`src/design/cdq_pkg.sv`:
```
// Shared constants, codes and types for the circular deque.
package cdq_pkg;

  // Storage geometry
  localparam int DEPTH  = 16;
  localparam int IDX_W  = $clog2(DEPTH);
  localparam int CNT_W  = $clog2(DEPTH + 1);
  localparam int WORD_W = 32;
  localparam int CAP_W  = 5;
  localparam int OCC_W  = 5;

  // Capacity after reset
  localparam logic [CAP_W-1:0] CAP_RESET = CAP_W'(16);

  // Operation codes
  typedef enum logic [1:0] {
    MODE_PUSH_FRONT = 2'd0,
    MODE_PUSH_BACK  = 2'd1,
    MODE_POP_FRONT  = 2'd2,
    MODE_POP_BACK   = 2'd3
  } mode_t;

  // Result status codes
  typedef enum logic [1:0] {
    ST_DONE  = 2'd0,
    ST_OVER  = 2'd1,
    ST_UNDER = 2'd2
  } status_t;

  // Controller to datapath commands
  typedef struct packed {
    logic exec;   // carry out the accepted item
    logic clear;  // load capacity and empty the deque
  } cdq_cmd_t;

endpackage

```
`src/design/cdq_ram.sv`:
```
// Generic single-write, single-read RAM with registered read data.
module cdq_ram #(
  parameter int WIDTH = 32,
  parameter int DEPTH = 16
) (
  input  logic                     clk,
  input  logic                     we,
  input  logic [$clog2(DEPTH)-1:0] waddr,
  input  logic [WIDTH-1:0]         wdata,
  input  logic [$clog2(DEPTH)-1:0] raddr,
  output logic [WIDTH-1:0]         rdata
);

  logic [WIDTH-1:0] mem [DEPTH];

  // Write port and registered read port
  always_ff @(posedge clk) begin
    if (we) begin
      mem[waddr] <= wdata;
    end
    rdata <= mem[raddr];
  end

endmodule

```
`src/design/cdq_ctrl.sv`:
```
// Controller state machine for the circular deque.
module cdq_ctrl (
  input  logic             clk,
  input  logic             rst,
  input  logic             start,
  input  logic             cfg_we,
  output logic             busy,
  output logic             done,
  output cdq_pkg::cdq_cmd_t cmd
);
  import cdq_pkg::*;

  typedef enum logic [2:0] {
    S_IDLE = 3'b001,
    S_READ = 3'b010,
    S_RESP = 3'b100
  } state_t;

  state_t state, state_next;

  // Next-state logic
  always_comb begin
    state_next = state;
    case (state)
      S_IDLE: begin
        if (start) begin
          state_next = S_READ;
        end
      end
      S_READ:  state_next = S_RESP;
      S_RESP:  state_next = S_IDLE;
      default: state_next = S_IDLE;
    endcase
  end

  // State register
  always_ff @(posedge clk) begin
    if (rst) begin
      state <= S_IDLE;
    end else begin
      state <= state_next;
    end
  end

  // Handshake and commands
  assign busy      = (state != S_IDLE);
  assign done      = (state == S_RESP);
  assign cmd.exec  = start && (state == S_IDLE);
  assign cmd.clear = cfg_we;

endmodule

```
`src/design/cdq_dp.sv`:
```
// Datapath of the circular deque: pointers, count, capacity and slot store.
module cdq_dp (
  input  logic                                clk,
  input  logic                                rst,
  input  cdq_pkg::cdq_cmd_t                   cmd,
  input  logic [cdq_pkg::CAP_W-1:0]           cfg_data,
  input  logic [1:0]                          mode,
  input  logic signed [cdq_pkg::WORD_W-1:0]   value,
  output logic [1:0]                          status,
  output logic signed [cdq_pkg::WORD_W-1:0]   front_value,
  output logic signed [cdq_pkg::WORD_W-1:0]   back_value,
  output logic [cdq_pkg::OCC_W-1:0]           occupancy
);
  import cdq_pkg::*;

  logic [CAP_W-1:0]  capacity;
  logic [IDX_W-1:0]  head, head_next;
  logic [IDX_W-1:0]  tail, tail_next;
  logic [CNT_W-1:0]  count, count_next;
  status_t           st_reg, st_next;
  logic [CNT_W-1:0]  cap_live;
  logic [IDX_W-1:0]  cap_last;
  logic              wr_en;
  logic [IDX_W-1:0]  wr_addr;
  logic [WORD_W-1:0] front_rd, back_rd;

  // Effective capacity: zero acts as one, clamp to the store depth
  always_comb begin
    if (capacity == '0) begin
      cap_live = CNT_W'(1);
    end else if (32'(capacity) > 32'(DEPTH)) begin
      cap_live = CNT_W'(DEPTH);
    end else begin
      cap_live = CNT_W'(capacity);
    end
  end

  assign cap_last = IDX_W'(cap_live - CNT_W'(1));

  // Operation decode and pointer update
  always_comb begin
    head_next  = head;
    tail_next  = tail;
    count_next = count;
    st_next    = ST_DONE;
    wr_en      = 1'b0;
    wr_addr    = head;
    case (mode_t'(mode))
      MODE_PUSH_FRONT, MODE_PUSH_BACK: begin
        if (count >= cap_live) begin
          st_next = ST_OVER;
        end else if (count == '0) begin
          head_next  = '0;
          tail_next  = '0;
          wr_en      = 1'b1;
          wr_addr    = '0;
          count_next = CNT_W'(1);
        end else if (mode_t'(mode) == MODE_PUSH_FRONT) begin
          head_next  = (head == '0) ? cap_last : head - IDX_W'(1);
          wr_en      = 1'b1;
          wr_addr    = head_next;
          count_next = count + CNT_W'(1);
        end else begin
          tail_next  = ((CNT_W'(tail) + CNT_W'(1)) >= cap_live) ? '0 : tail + IDX_W'(1);
          wr_en      = 1'b1;
          wr_addr    = tail_next;
          count_next = count + CNT_W'(1);
        end
      end
      MODE_POP_FRONT, MODE_POP_BACK: begin
        if (count == '0) begin
          st_next = ST_UNDER;
        end else if (count == CNT_W'(1)) begin
          head_next  = '0;
          tail_next  = '0;
          count_next = '0;
        end else if (mode_t'(mode) == MODE_POP_FRONT) begin
          head_next  = ((CNT_W'(head) + CNT_W'(1)) >= cap_live) ? '0 : head + IDX_W'(1);
          count_next = count - CNT_W'(1);
        end else begin
          tail_next  = (tail == '0) ? cap_last : tail - IDX_W'(1);
          count_next = count - CNT_W'(1);
        end
      end
      default: begin
        st_next = ST_DONE;
      end
    endcase
  end

  // Pointer, count and capacity registers
  always_ff @(posedge clk) begin
    if (rst) begin
      capacity <= CAP_RESET;
      head     <= '0;
      tail     <= '0;
      count    <= '0;
    end else if (cmd.clear) begin
      capacity <= cfg_data;
      head     <= '0;
      tail     <= '0;
      count    <= '0;
    end else if (cmd.exec) begin
      head  <= head_next;
      tail  <= tail_next;
      count <= count_next;
    end
  end

  // Status of the last item
  always_ff @(posedge clk) begin
    if (cmd.exec) begin
      st_reg <= st_next;
    end
  end

  // Two copies of the slot store, one read port each for front and back
  cdq_ram #(.WIDTH(WORD_W), .DEPTH(DEPTH)) u_ram_front (
    .clk   (clk),
    .we    (cmd.exec && wr_en),
    .waddr (wr_addr),
    .wdata (value),
    .raddr (head),
    .rdata (front_rd)
  );

  cdq_ram #(.WIDTH(WORD_W), .DEPTH(DEPTH)) u_ram_back (
    .clk   (clk),
    .we    (cmd.exec && wr_en),
    .waddr (wr_addr),
    .wdata (value),
    .raddr (tail),
    .rdata (back_rd)
  );

  // Result fields, -1 when empty
  assign status      = st_reg;
  assign front_value = (count != '0) ? $signed(front_rd) : -WORD_W'(1);
  assign back_value  = (count != '0) ? $signed(back_rd)  : -WORD_W'(1);
  assign occupancy   = OCC_W'(count);

endmodule

```
`src/design/circular_deque.sv`:
```
// Circular deque of signed 32-bit words: top level.
// An item is taken when start is high and busy is low; its result is shown
// with a one-cycle done strobe in state S_RESP, which follows state S_READ.
// A new item is taken only once the last is done, since the registered read of
// the slot store follows the pointer update. The receiver cannot stall.
// Reset empties the deque and sets capacity to 16; slot contents are not cleared.
module circular_deque (
  input  logic                              clk,
  input  logic                              rst,
  input  logic                              start,
  output logic                              busy,
  input  logic                              cfg_we,
  input  logic [cdq_pkg::CAP_W-1:0]         cfg_data,
  input  logic [1:0]                        mode,
  input  logic signed [cdq_pkg::WORD_W-1:0] value,
  output logic                              done,
  output logic [1:0]                        status,
  output logic signed [cdq_pkg::WORD_W-1:0] front_value,
  output logic signed [cdq_pkg::WORD_W-1:0] back_value,
  output logic [cdq_pkg::OCC_W-1:0]         occupancy
);
  import cdq_pkg::*;

  cdq_cmd_t cmd;

  // Sequencing
  cdq_ctrl u_ctrl (
    .clk    (clk),
    .rst    (rst),
    .start  (start),
    .cfg_we (cfg_we),
    .busy   (busy),
    .done   (done),
    .cmd    (cmd)
  );

  // Storage and pointer arithmetic
  cdq_dp u_dp (
    .clk         (clk),
    .rst         (rst),
    .cmd         (cmd),
    .cfg_data    (cfg_data),
    .mode        (mode),
    .value       (value),
    .status      (status),
    .front_value (front_value),
    .back_value  (back_value),
    .occupancy   (occupancy)
  );

endmodule
```
`config.mk`:
```
export PLATFORM = sky130hd
export DESIGN_NAME = circular_deque
export DESIGN_NICKNAME = d
export VERILOG_FILES = /design/src/design/cdq_pkg.sv /design/src/design/cdq_ram.sv /design/src/design/cdq_ctrl.sv /design/src/design/cdq_dp.sv /design/src/design/circular_deque.sv
export SDC_FILE = /design/constraint.sdc
export NUM_CORES = 1
export LEC_CHECK = 0
export BUFFER_PORTS_ARGS = -buffer_cell sky130_fd_sc_hd__buf_4
export CAP_MARGIN = 25
export CORE_ASPECT_RATIO = 0.7
export CORE_MARGIN = 5
export CORE_UTILIZATION = 30
export DETAILED_ROUTE_END_ITERATION = 10
export PLACE_DENSITY = 0.47
export SETUP_SLACK_MARGIN = 0.2
export SYNTH_ARGS = -nofsm -noshare
export SYNTH_HDL_FRONTEND = slang
export SYNTH_HIERARCHICAL = 1
export SYNTH_SLANG_ARGS = --single-unit
```
`constraint.sdc`:
```
create_clock -name clk -period 5.8 [get_ports clk]
set_input_delay 0.29 -clock clk [delete_from_list [all_inputs] [get_ports clk]]
set_output_delay 0.29 -clock clk [all_outputs]
set_load 0.02 [all_outputs]
```
==> flow_summary.toml <==
[run_status]
status = "complete, no violations"

[worst_setup_path]
crit_type = "reg2reg"
crit_slowest_cell = "o21ai_1"
cp_slowest_stage_delay_ps = 790
critical_path_required_ps = 6200
path_cells = "nor3_1 -> nor2_1 -> nor2_1 -> ha_1 -> nand2b_1 -> a221oi_2 -> o22ai_2 -> a21oi_1 -> a22oi_1 -> o21ai_1 -> nand2b_1 -> nor2_4 -> buf_4"
cp-end-kind = "flop"
crit_fanout = 16
worstSetupStartpointType = "flop"
arrival_ps = 5260

[clock_tree]
post_cts_buffers = 0
clk_latency_ps = 700
numCtsBuffers = 111
clk_pin_slew_ps = 60
cts_tree = "done"
clockBufferDepth = 3
cts_root_buf = "clkbuf_16"
cts_hold_buf = 11
cts_resized = 0
cts.sinks = 1111
htreeDepth = 3

[drt]
drtPass1Iterations = 5
drt.antenna.violating_nets = 0
routedWlPerCell_um = 28.08
routed_wl_mm = 117.5
drc = 0
vias_per_cell = 5.071
vias = 21230
drtIter0Drc = 2232

[synth]
syn_inst = 2019
syn-num-nets = 2079
synth_top_area_share = 0.7281
synthTopCellsByCount = "edfxtp_1 (1,026), mux4_2 (256), a22oi_1 (130)"
synthFlopType = "edfxtp_1"
yosys-top-cells-area = "edfxtp_1 (73%), mux4_2 (14%), dfxtp_1 (4.0%)"
ys_warn_count = 6
synth_enable_flop_cells = 1026
ys_ff_latch = 1111
yosysSeqAreaShare = 0.7683
synthArstFlopShare = 0
synth_top_area_cell = "edfxtp_1"
syn_area_per_cell_sq_um = 20.96
synth_cell_types = 79
yosysMostFrequentCell = "edfxtp_1"
syn_area_sq_um = 42320

[floorplan]
core_sq_um = 140300
rows = 115
die_height_um = 324.2
die_w_um = 458.9
start_util = 0.3016
io_pins = 116
die_area_sq_um = 148800

[final_layout]
fillers = 12960
drive_gt1_frac = 0.2876
syn_to_final_growth_pct = 17.24
stdcell_count = 4186
final_nets = 2272
final_util = 0.3536

[grt]
grt_pass1_vias = 21180
grt_first_pass_wirelength_mm = 165.8
grt_max_degree = 101
overflow = 0
antenna_found_initial = 9
track_usage = 0.1566

[placement]
dp_cells = 3959
place.gp.congestion = 0.7902
hpwl_mm = 69.71
port-buffer-count = 115

[timing]
finalCriticalPeriod_ps = 4866
final-setup-viol-count = 0
period_share = 0.8389
tns_ps = 0
finalHoldViolCount = 0
fmax_mhz = 205.5
slew_violations = 0
tightest_slew_ps = 1079
maxSlewHeadroom = 0.2805
skew_ps = 18.15
rsz0062_at_grt = "false"

[pwr]
powerDensity_nw_per_um2 = 343.4
p_leak_nw = 15.20
irDropWorstVdd_mv = 0.2676

[worst_hold_path]
hold_class = "in2reg"

[run]
drv_cap = 0
layout by cell type (no fill, tap or decap), types with 7 or more instances in the layout:
cell type	instances
nand3b_1	7
nor2_4	27
mux4_2	256
bufinv_16	8
a22oi_1	130
nand2b_1	76
o21ai_0	12
nor2_1	26
dfxtp_1	81
nand2_1	87
clkbuf_16	117
ha_1	17
clkbuf_8	8
nand3_1	8
edfxtp_1	1026
dlygate4sd3_1	11
buf_4	169
inv_1	14
o21ai_1	8
a21oi_1	16
clkbuf_1	34
clkinv_1	19
clkinv_2	17
layout make-up:
class / count / area (sq um) / share of cell area
diodes: 5 / 12.51 / 0.0002522
clock buffers: 159 / 3166 / 0.06381
clock inverters: 51 / 466.7 / 0.009407
inverters: 14 / 52.55 / 0.001059
multi-input cells: 788 / 9539 / 0.1923
flip-flops and latches: 1111 / 32530 / 0.6556
well taps: 1872 / 2342 / 0.04721
repair buffers: 186 / 1506 / 0.03036
per-layer routing:
layer	part of all wire	global-route usage
met1	0.48	0.2452
met2	0.42	0.2206
met3	0.083	0.04132
met4	0.014	0.02647
met5	0	0
stage by stage:
step	setup slack (ps)	hold WS [ps]	area, sq um	power, mW
floorplan	384.8	362.4	42330	9.544
global placement	949.6	466.2	45810	10.07
detailed placement	1081	503.1	45830	10.08
CTS	1062	15.21	49570	17.25
global route	729.1	23.76	49600	17.66
finish	934.4	54.42	49610	17.04
power by group:
group / switching [mW] / internal, mW
Combinational: 0.656 / 0.346
Sequential: 0.0467 / 8.84
Clock: 3.01 / 4.14
Total: 3.71 / 13.3
worst max-delay path: cells and delay by family (launching register included):
family	cells	cell delay [ps]
buffers and inverters	1	300
AND/OR/NAND/NOR	6	1950
flip-flops	1	390
AO/OA/AOI/OAI	5	1610
adder cells (fa/ha/maj)	1	310
cells by family (layout without fill, tap and decap cells):
kind of cell,count (synthesis),after routing,synth area share
mux,264,264,0.1382
compound gates,214,214,0.03779
xor+xnor,5,5,0.001213
simple gates,287,287,0.03613
fa+ha+maj,18,18,0.005263
buf+inv,120,410,0.01310
flops,1111,1111,0.7683
other cells,0,5,0
registers in the layout, indices dropped and copies added, names as in the netlist:
signal	cells
u_ctrl/state	3
u_dp/capacity	5
u_dp/head	4
u_dp/occupancy	5
u_dp/status	2
u_dp/tail	4
u_dp/u_ram_back/mem	512
u_dp/u_ram_back/rdata	32
u_dp/u_ram_front/mem	512
u_dp/u_ram_front/rdata	32
path summary, 6_finish.rpt:
kind                                       start                     endpoint  slack (ps)  depth (start not counted)
worst max-delay path            u_dp/capacity[2]   u_dp/u_ram_back/mem[5][22]         930                         13
worst min-delay path                   value[14]  u_dp/u_ram_front/mem[2][14]          50                          1
worst max register to register  u_dp/capacity[2]   u_dp/u_ram_back/mem[5][22]         930                         13
worst min register to register   u_ctrl/state[2]              u_ctrl/state[0]         510                          2
(Power assumes the default switching activity.)
